## src/hw/rtl/itp_pkg.sv

```systemverilog
`default_nettype none
// ----------------------------------------------------------------------------
// itp_pkg
// Shared types and constants of the timestamp parser.
// ----------------------------------------------------------------------------
package itp_pkg;

    localparam logic [7:0] CH_NUL   = 8'h00;
    localparam logic [7:0] CH_T     = 8'h54;
    localparam logic [7:0] CH_Z     = 8'h5A;
    localparam logic [7:0] CH_DASH  = 8'h2D;
    localparam logic [7:0] CH_PLUS  = 8'h2B;
    localparam logic [7:0] CH_COLON = 8'h3A;
    localparam logic [7:0] CH_DOT   = 8'h2E;
    localparam logic [7:0] CH_COMMA = 8'h2C;
    localparam logic [7:0] CH_ZERO  = 8'h30;
    localparam logic [7:0] CH_NINE  = 8'h39;

    localparam int unsigned RES_W = 73;

    typedef struct packed {
        logic [7:0] ch;
    } itp_item_t;

    typedef struct packed {
        logic               ok;
        logic [13:0]        year;
        logic [6:0]         month;
        logic [6:0]         day;
        logic [6:0]         hours;
        logic [6:0]         minutes;
        logic signed [29:0] millis;
    } itp_res_t;

endpackage

`default_nettype wire

```

## src/hw/rtl/itp_front.sv

```systemverilog
`default_nettype none
// ----------------------------------------------------------------------------
// itp_front
// Accepts characters and hands them with a classified digit flag to a queue.
// ----------------------------------------------------------------------------
module itp_front
    import itp_pkg::*;
(
    input  wire logic       aclk,
    input  wire logic       aresetn,
    input  wire logic       s_tvalid,
    output logic            s_tready,
    input  wire logic [7:0] s_tdata,
    output logic            q_valid,
    input  wire logic       q_ready,
    output logic [8:0]      q_data
);

    logic [8:0] buf_reg [2];
    logic [1:0] cnt_reg;
    logic       wp_reg;
    logic       rp_reg;
    logic       push;
    logic       pop;
    logic       is_dig;

    assign is_dig   = (s_tdata >= CH_ZERO) && (s_tdata <= CH_NINE);
    assign s_tready = (cnt_reg != 2'd2);
    assign push     = s_tvalid && s_tready;
    assign q_valid  = (cnt_reg != 2'd0);
    assign pop      = q_valid && q_ready;
    assign q_data   = buf_reg[rp_reg];

    always_ff @(posedge aclk) begin
        if (!aresetn) begin
            cnt_reg <= 2'd0;
            wp_reg  <= 1'b0;
            rp_reg  <= 1'b0;
        end else begin
            if (push) begin
                wp_reg <= ~wp_reg;
            end
            if (pop) begin
                rp_reg <= ~rp_reg;
            end
            cnt_reg <= cnt_reg + {1'b0, push} - {1'b0, pop};
        end
        if (push) begin
            buf_reg[wp_reg] <= {is_dig, s_tdata};
        end
    end

endmodule

`default_nettype wire

```

## src/hw/rtl/itp_back.sv

```systemverilog
`default_nettype none
// ----------------------------------------------------------------------------
// itp_back
// Runs the field parser on queued characters and drives the result register.
// ----------------------------------------------------------------------------
module itp_back
    import itp_pkg::*;
(
    input  wire logic       aclk,
    input  wire logic       aresetn,
    input  wire logic       q_valid,
    output logic            q_ready,
    input  wire logic [8:0] q_data,
    output logic            m_tvalid,
    input  wire logic       m_tready,
    output itp_res_t        m_res
);

    localparam logic [4:0] PH_YEAR = 5'd0, PH_A_YEAR = 5'd1, PH_MONTH = 5'd2,
        PH_A_MONTH = 5'd3, PH_DAY = 5'd4, PH_A_DAY = 5'd5, PH_HOURS = 5'd6,
        PH_A_HOURS = 5'd7, PH_MIN = 5'd8, PH_A_MIN = 5'd9, PH_SEC = 5'd10,
        PH_A_SEC = 5'd11, PH_FRAC = 5'd12, PH_ZONE = 5'd13, PH_OFFH = 5'd14,
        PH_A_OFFH = 5'd15, PH_OFFM = 5'd16;

    logic [4:0]         phase_reg, phase_next;
    logic [2:0]         dcnt_reg, dcnt_next;
    logic [13:0]        acc_reg, acc_next;
    logic [13:0]        year_reg, year_next;
    logic [6:0]         month_reg, month_next, day_reg, day_next;
    logic [6:0]         hours_reg, hours_next, min_reg, min_next;
    logic [6:0]         offh_reg, offh_next;
    logic signed [29:0] millis_reg, millis_next;
    logic               neg_reg, neg_next;
    logic               dec_reg, dec_next;
    logic               ovalid_reg;
    itp_res_t           res_reg;

    logic [7:0]  ch;
    logic        dig;
    logic        fire;
    logic        emit;
    logic        emit_ok;
    logic [4:0]  p;
    logic        digit_path;
    logic [13:0] acc_sum;
    logic [2:0]  cnt_inc;
    logic [2:0]  need;
    logic [31:0] off_ms;
    logic [31:0] sec_ms;
    itp_res_t    res_new;

    assign ch      = q_data[7:0];
    assign dig     = q_data[8];
    assign q_ready = !ovalid_reg || m_tready;
    assign fire    = q_valid && q_ready;
    assign acc_sum = 14'(acc_reg * 14'd10 + 14'(ch - CH_ZERO));
    assign cnt_inc = dcnt_reg + 3'd1;
    assign off_ms  = 32'((32'(offh_reg) * 32'd60 + 32'(acc_sum[6:0])) * 32'd60000);
    assign sec_ms  = 32'(acc_sum) * 32'd1000;

    always_comb begin
        phase_next = phase_reg; dcnt_next = dcnt_reg; acc_next = acc_reg;
        year_next = year_reg; month_next = month_reg; day_next = day_reg;
        hours_next = hours_reg; min_next = min_reg; offh_next = offh_reg;
        millis_next = millis_reg; neg_next = neg_reg; dec_next = dec_reg;
        emit = 1'b0; emit_ok = 1'b0; digit_path = 1'b0; p = phase_reg;
        need = 3'd2;
        if (!dec_reg) begin
            case (phase_reg)
                PH_A_YEAR, PH_A_MONTH: begin
                    if (ch == CH_DASH) begin
                        phase_next = phase_reg + 5'd1;
                    end else begin
                        p = phase_reg + 5'd1; digit_path = 1'b1;
                    end
                end
                PH_A_HOURS, PH_A_MIN, PH_A_OFFH: begin
                    if (ch == CH_COLON) begin
                        phase_next = phase_reg + 5'd1;
                    end else begin
                        p = phase_reg + 5'd1; digit_path = 1'b1;
                    end
                end
                PH_A_DAY, PH_A_SEC, PH_ZONE: begin
                    if (phase_reg == PH_A_DAY && ch == CH_T) begin
                        phase_next = PH_HOURS;
                    end else if (phase_reg == PH_A_SEC && (ch == CH_DOT || ch == CH_COMMA)) begin
                        phase_next = PH_FRAC;
                    end else if (ch == CH_DASH || ch == CH_PLUS) begin
                        neg_next = (ch == CH_DASH); phase_next = PH_OFFH;
                    end else begin
                        emit = 1'b1; emit_ok = (ch == CH_NUL) || (ch == CH_Z);
                    end
                end
                PH_YEAR, PH_MONTH, PH_DAY, PH_HOURS, PH_MIN, PH_SEC, PH_FRAC, PH_OFFH,
                PH_OFFM: begin
                    digit_path = 1'b1;
                end
                default: begin
                    emit = 1'b1;
                end
            endcase
            if (digit_path) begin
                phase_next = p;
                need = (p == PH_YEAR) ? 3'd4 : (p == PH_FRAC) ? 3'd3 : 3'd2;
                if (!dig) begin
                    emit = 1'b1;
                end else if (cnt_inc < need) begin
                    acc_next = acc_sum; dcnt_next = cnt_inc;
                end else begin
                    acc_next = '0; dcnt_next = '0;
                    case (p)
                        PH_YEAR:  begin year_next = acc_sum; phase_next = PH_A_YEAR; end
                        PH_MONTH: begin month_next = acc_sum[6:0]; phase_next = PH_A_MONTH; end
                        PH_DAY:   begin day_next = acc_sum[6:0]; phase_next = PH_A_DAY; end
                        PH_HOURS: begin hours_next = acc_sum[6:0]; phase_next = PH_A_HOURS; end
                        PH_MIN:   begin min_next = acc_sum[6:0]; phase_next = PH_A_MIN; end
                        PH_SEC: begin
                            millis_next = sec_ms[29:0]; phase_next = PH_A_SEC;
                        end
                        PH_FRAC: begin
                            millis_next = millis_reg + 30'(acc_sum); phase_next = PH_ZONE;
                        end
                        PH_OFFH: begin offh_next = acc_sum[6:0]; phase_next = PH_A_OFFH; end
                        default: begin
                            millis_next = neg_reg ? millis_reg + off_ms[29:0]
                                                  : millis_reg - off_ms[29:0];
                            emit = 1'b1; emit_ok = 1'b1;
                        end
                    endcase
                end
            end
            if (emit) begin
                dec_next = 1'b1;
            end
        end
    end

    always_comb begin
        res_new.ok      = emit_ok;
        res_new.year    = emit_ok ? year_next : '0;
        res_new.month   = emit_ok ? month_next : '0;
        res_new.day     = emit_ok ? day_next : '0;
        res_new.hours   = emit_ok ? hours_next : '0;
        res_new.minutes = emit_ok ? min_next : '0;
        res_new.millis  = emit_ok ? millis_next : '0;
    end

    always_ff @(posedge aclk) begin
        if (!aresetn) begin
            phase_reg <= PH_YEAR; dcnt_reg <= '0; acc_reg <= '0; year_reg <= '0;
            month_reg <= '0; day_reg <= '0; hours_reg <= '0; min_reg <= '0;
            offh_reg <= '0; millis_reg <= '0; neg_reg <= 1'b0; dec_reg <= 1'b0;
            ovalid_reg <= 1'b0;
        end else begin
            if (fire && emit) begin
                ovalid_reg <= 1'b1;
            end else if (m_tready) begin
                ovalid_reg <= 1'b0;
            end
            if (fire) begin
                if (ch == CH_NUL) begin
                    phase_reg <= PH_YEAR; dcnt_reg <= '0; acc_reg <= '0; year_reg <= '0;
                    month_reg <= '0; day_reg <= '0; hours_reg <= '0; min_reg <= '0;
                    offh_reg <= '0; millis_reg <= '0; neg_reg <= 1'b0; dec_reg <= 1'b0;
                end else begin
                    phase_reg <= phase_next; dcnt_reg <= dcnt_next; acc_reg <= acc_next;
                    year_reg <= year_next; month_reg <= month_next; day_reg <= day_next;
                    hours_reg <= hours_next; min_reg <= min_next; offh_reg <= offh_next;
                    millis_reg <= millis_next; neg_reg <= neg_next; dec_reg <= dec_next;
                end
            end
        end
        if (fire && emit) begin
            res_reg <= res_new;
        end
    end

    assign m_tvalid = ovalid_reg;
    assign m_res    = res_reg;

endmodule

`default_nettype wire

```

## src/hw/rtl/iso8601_timestamp_parser.sv

```systemverilog
`default_nettype none
// Path: the character that decides a result is stored in the front queue, then parsed into the result register.
// Throughput: one character per cycle, set by the one-step parser update, while the result output is not stalled.
// A two-entry queue parts the character front from the parser back.
// Reset: synchronous, active low; the parser waits for year digits afterward.
// ----------------------------------------------------------------------------
// iso8601_timestamp_parser
// Streams timestamp characters in and emits one parse result per string.
// ----------------------------------------------------------------------------
module iso8601_timestamp_parser
    import itp_pkg::*;
(
    input  wire logic        aclk,
    input  wire logic        aresetn,
    input  wire logic        s_tvalid,
    output logic             s_tready,
    input  wire logic [7:0]  s_tdata,   // ch[7:0]
    output logic             m_tvalid,
    input  wire logic        m_tready,
    output logic [79:0]      m_tdata    // ok, year, month, day, hours, minutes, millis
);

    logic       q_valid;
    logic       q_ready;
    logic [8:0] q_data;
    itp_res_t   res;

    itp_front u_front (
        .aclk(aclk), .aresetn(aresetn), .s_tvalid(s_tvalid), .s_tready(s_tready),
        .s_tdata(s_tdata), .q_valid(q_valid), .q_ready(q_ready), .q_data(q_data)
    );

    itp_back u_back (
        .aclk(aclk), .aresetn(aresetn), .q_valid(q_valid), .q_ready(q_ready),
        .q_data(q_data), .m_tvalid(m_tvalid), .m_tready(m_tready), .m_res(res)
    );

    assign m_tdata = {7'd0, res.millis, res.minutes, res.hours, res.day, res.month,
                      res.year, res.ok};

`ifndef SYNTH
    a_fail_zero: assert property (@(posedge aclk) disable iff (!aresetn)
        (m_tvalid && !m_tdata[0]) |-> (m_tdata[72:1] == '0))
        else $error("failed result carries nonzero fields");
    a_hold: assert property (@(posedge aclk) disable iff (!aresetn)
        (m_tvalid && !m_tready) |=> (m_tvalid && $stable(m_tdata)))
        else $error("stalled result changed");
`endif

endmodule

`default_nettype wire

```

## config.mk

```make
export PLATFORM = sky130hd
export DESIGN_NAME = iso8601_timestamp_parser
export DESIGN_NICKNAME = d
export VERILOG_FILES = /design/src/hw/rtl/itp_pkg.sv /design/src/hw/rtl/itp_front.sv /design/src/hw/rtl/itp_back.sv /design/src/hw/rtl/iso8601_timestamp_parser.sv
export SDC_FILE = /design/constraint.sdc
export NUM_CORES = 1
export LEC_CHECK = 0
export BUFFER_PORTS_ARGS = -buffer_cell sky130_fd_sc_hd__buf_2
export CAP_MARGIN = 30
export CORE_MARGIN = 4
export CORE_UTILIZATION = 50
export DETAILED_ROUTE_END_ITERATION = 6
export GPL_TIMING_DRIVEN = 1
export PLACE_DENSITY = 0.67
export SLEW_MARGIN = 20
export SYNTH_ARGS = -nofsm -noshare
export SYNTH_HDL_FRONTEND = slang
export SYNTH_SLANG_ARGS = --single-unit
export TNS_END_PERCENT = 5
```

## constraint.sdc

```tcl
create_clock -name aclk -period 23.3 [get_ports aclk]
set_clock_uncertainty 0.05 [all_clocks]
set_input_delay 1.165 -clock aclk [delete_from_list [all_inputs] [get_ports aclk]]
set_output_delay 1.165 -clock aclk [all_outputs]
set_load 0.005 [all_outputs]
```

# == Word level (Yosys, flattened, before mapping) ==
# Memory sizes are Yosys's and may differ from the RTL's. A register that Yosys moved wholly into a read port is not among the register bits.
# Cells that the tools add are included.
# word_totals
register_bits,181
latchBits,0
ramBits,18
romBits,0
memories,1
# classes
add_sub_neg,10
mul,4
n_div,0
n_lt_le_gt_ge,3
n_eq_ne,38
shifts,0
n_mux,109
bitwise,2
reduce_logical,33
# memory_table
memory,words,width,read_ports,rd_clocked_by_memory_dff,wr,line_no,rtl
u_front.buf_reg,2,9,1,1,1,itp_front.sv:19,logic [8:0] buf_reg [2];
# op_table
op,n
two-way mux 7 bit,30
two-way mux 30 bit,6
two-way mux 14 bit,11
one-hot mux 30 bit (3 select lines),1
two-way mux 5 bit,13
equality test 5 x 4 -> 1 bit (second input constant),12
equality test 8 x 6 -> 1 bit (second input constant),5
one-hot mux 5 bit (8 select lines),1
two-way mux 1 bit,37
multiplier 32 x 11 -> 25 bit (second input constant),1
adder 30 x 14 -> 30 bit,1
adder 30 bit,1
equality test 5 x 3 -> 1 bit (second input constant),6
subtractor 30 bit,1
multiplier 14 x 7 -> 21 bit (second input constant),1
two-way mux 3 bit,6
AND reduction 6 bit,3
equality test 8 x 7 -> 1 bit (second input constant),2
equality test 5 x 2 -> 1 bit (second input constant),3
one-hot mux 5 bit (3 select lines),1
adder 13 x 7 -> 14 bit,1
adder 14 bit,1
multiplier 14 x 3 -> 13 bit (second input constant),1
nonzero test 2 bit,7
other kinds (31),47

# == Logic depth before layout (Yosys ltp) ==
# depth
depth_word,15
depth_mapped,44
mapped_depth_nobuf,43

# == By module ==
# Synthesis repeated with hierarchy kept, for this count alone.
# unflattened
cells_unflattened,2062
area_unflattened_um2,18855.6
# modules_own_cells
mod,instances,cells_per_inst,area_per_inst_um2,seq_area_each_um2
itp_back,1,1999,17899.7,4254.1
itp_front,1,55,899.6,640.6
iso8601_timestamp_parser,1,8,56.3,0.0

# == Worst setup path after synthesis ==
# Ideal clock, no wire load.
# synth_timing
path_type,reg-to-reg
startpoint,register (tool-made name)
endpoint,"register u_back.res_reg, in the netlist u_back.m_res[29] (data pin)"
arrival_ps,9753
required_ps,22980
setup_slack_ps,13226
stages_incl_launch_ff,40
path_buffers,2
synth_period_minus_slack_ps,10074
path_cell_list,dfxtp_1 > buf_4 > buf_2 > mux2i_1 > inv_1 > ha_1 > a21o_1 > a21oi_1 > xnor2_1 > ha_1 > xor2_1 > inv_1 > fa_1 > inv_1 > fa_1 > inv_1 > fa_1 > fa_1 > (+4 left out) > o32ai_2 > xnor2_1 > nor3b_1 > nand2b_1 > nor2b_1 > nor2b_1 > a21oi_1 > xnor2_1 > ha_1 > a21o_1 > a21oi_1 > o2111ai_1 > o211ai_1 > nor3_1 > a2111oi_0 > xnor2_1 > o21ai_1 > a21oi_1
# synth_rtl
item,line_no,rtl
to (signal assigned),itp_back.sv:175,res_reg <= res_new;
to (decl),itp_back.sv:36,itp_res_t res_reg;

==> impl_metrics.tcl <==
set metrics [dict create \
    status "complete, but fails checks" \
    violations "DRC" \
    grt_pass1_vias 15349 \
    die_h_um 204.7 \
    fin_crit_ns 11.59 \
    ys_ff_latch 199 \
    ys.flop_type "dfxtp_1" \
    tritoncts "done" \
    io_pins 94 \
    antenna_found_initial 0 \
    initialDrtViolationCount 1350 \
    grt_use_met1_pct 34.78 \
    synth_warnings 0 \
    largest_reg_flops 73 \
    ys_types 98 \
    fin_util_pct 55.14 \
    slew_violations 0 \
    diodes 0 \
    r2r_end "u_back.m_res[29]$_SDFFCE_PN0P_" \
    rsz0062_at_grt "no" \
    rows 71 \
    grt.busiest_layer "met2" \
    critPathLaunchType "register" \
    hpwl_um 38960 \
    n_fill_cell 3541 \
    grt_max_degree 91 \
    drtPass1Iterations 7 \
    synth.largest_area_cell "ha_1" \
    vias 15884 \
    start_util_pct 50.98 \
    core_area_um2 37930 \
    maxCapViolCount 0 \
    clk_pin_slew_worst_paths_ns 0.08 \
    vias_per_cell 5.825 \
    yosys-top-cells-area "ha_1 14%, edfxtp_1 14%, fa_1 11%" \
    ff2ff_setup_slack_ns 11.71 \
    area_growth_pct 8.159 \
    cts_root_buffer "clkbuf_16" \
    synth_commonest_cells "223 x inv_1, 222 x ha_1, 162 x nor2_1" \
    io_buffers 86 \
    cp_max_fo 24 \
    critPathTopFamily "adder cells" \
    fin_crit_sh_pct 49.72 \
    dieArea_um2 41890 \
    critPathMaxStageDelay_ns 0.90 \
    max_freq_mhz 86.31 \
    hp-start "u_back.min_reg[6]$_SDFFE_PN0P_" \
    arrival_ns 11.71 \
    cts_num_sinks 199 \
    chipWidth_um 204.7 \
    tns_ns 0 \
    cp.required_ns 23.43 \
    place.gp.congestion 0.8891 \
    grt_overflow 0 \
    grt_pass1_wl_um 81620 \
    path_class "reg -> reg" \
    grt_use_total_pct 24.22 \
    cts_buffers 17 \
    holdPathStages 2 \
    synth-edff-count 91 \
    synthArstFlopShare_pct 0 \
    drcViolationCount 1 \
    critPathMostFrequentCell "fa_1" \
    seq_area_frac_synth_pct 25.31 \
    hp-class "reg -> reg" \
    wirelength_um 50790 \
    hold_viol 0 \
    worst_pin_slew_ns 1.098 \
    htreeDepth 4 \
    synth_most_common_cell "inv_1" \
    reg2reg_depth 37 \
    syn_avg_cell_area_um2 9.023 \
    wire_per_inst_um 18.62 \
    relSlewSlack_pct 26.04 \
    syn-cell-area_um2 19340 \
    use_met2_pct 38.91 \
    antenna_left 0 \
    syn_inst 2143 \
    crit_path_end_kind "register" \
    hold_end "u_back.min_reg[6]$_SDFFE_PN0P_" \
    yosys.area.top_type_share_pct 14.36 \
    nets 2548 \
    grt_use_met3_pct 3.214 \
    setup_viol 0 \
    cts.path.max_buffers 2 \
    clkLatencyLatePin_ns 0.47 \
    ctsResizeCount 0 \
    postCtsSetupRepairBufs 0 \
    critPathBufInv 6 \
    final_layout_size_suffix_gt1_share_pct 9.116 \
    critPathSlowestCell "fa_1" \
    cts_hold_buf 0 \
]
[worst register-to-register path, delay by kind of cell (launching register included)]
kind | cells | cell delay [ns]
AO/OA/AOI/OAI | 9 | 1.96
flip-flops | 1 | 0.85
XOR/XNOR | 4 | 1.11
AND/OR/NAND/NOR | 6 | 1.41
multiplexers | 1 | 0.31
adder cells (fa/ha/maj) | 11 | 4.91
buffers and inverters | 6 | 0.70
[how the worst max path moves through the flow]
stage	end	startpoint	cells after the start
global route	u_back.m_res[29]$_SDFFCE_PN0P_	register	37
global placement	u_back.m_res[29]$_SDFFCE_PN0P_	register	37
floorplan	u_back.m_res[29]$_SDFFCE_PN0P_	register	39
finish	u_back.m_res[29]$_SDFFCE_PN0P_	register	37
detailed placement	u_back.m_res[29]$_SDFFCE_PN0P_	register	37
CTS	u_back.m_res[29]$_SDFFCE_PN0P_	register	37
[per-layer routing]
| metal | share of wire, % | wire length [µm] |
|---|---|---|
| met5 | 0 | 0 |
| met1 | 46 | 23190 |
| met3 | 6.8 | 3431 |
| met2 | 45 | 23090 |
| met4 | 2.1 | 1069 |
[per-stage QoR]
step,hold WS (ns),cell area (µm²),cells,setup WS [ns]
after floorplan,0.3932,19360,2149,13.23
after global placement,0.4067,20290,2692,12.03
after detailed placement,0.4208,20290,2692,11.66
after CTS,0.4361,20880,2724,11.62
after global routing,0.4684,20920,2727,10.72
final,0.4346,20920,2727,11.71
[placed cells by master, fill, tap and decap left out, types with 20 or more instances in the layout]
cell type,n
a21oi_1,132
mux2i_1,27
ha_1,222
nor2b_1,77
inv_1,223
nand2_1,140
a22oi_1,69
buf_2,86
o21ai_0,83
nand3_1,34
nor3_1,29
and2_1,23
xnor2_1,84
xor2_1,53
edfxtp_1,91
dfxtp_1,108
o21a_1,21
a211oi_1,28
buf_4,30
nor2_1,161
fa_1,111
o21bai_1,20
a21o_1,40
[cells by family (layout without fill, tap and decap cells)]
family          Yosys count  after routing  synth area share (%)
compound gates          543            543                 19.00
xor+xnor                142            142                 6.470
fa+ha+maj               333            333                 25.86
buf+inv                 308            375                 6.425
flops                   199            199                 25.31
mux                      30             30                 1.572
other cells               1              7               0.01939
simple gates            587            587                 15.35
[final cells by class]
cell class                 count  area, µm²  area share (%)
tap                          511      639.4           3.057
multi-input combinational   1642      13260           63.41
clock buffer                  20      457.9           2.190
inverter                     224      840.8           4.020
sequential                   199       4895           23.40
clock inverter                12      125.1          0.5982
timing repair buffer         119      695.7           3.326
Power is not shown: default switching activity piles up to over one toggle a cycle in this logic, so the estimate is an artifact.
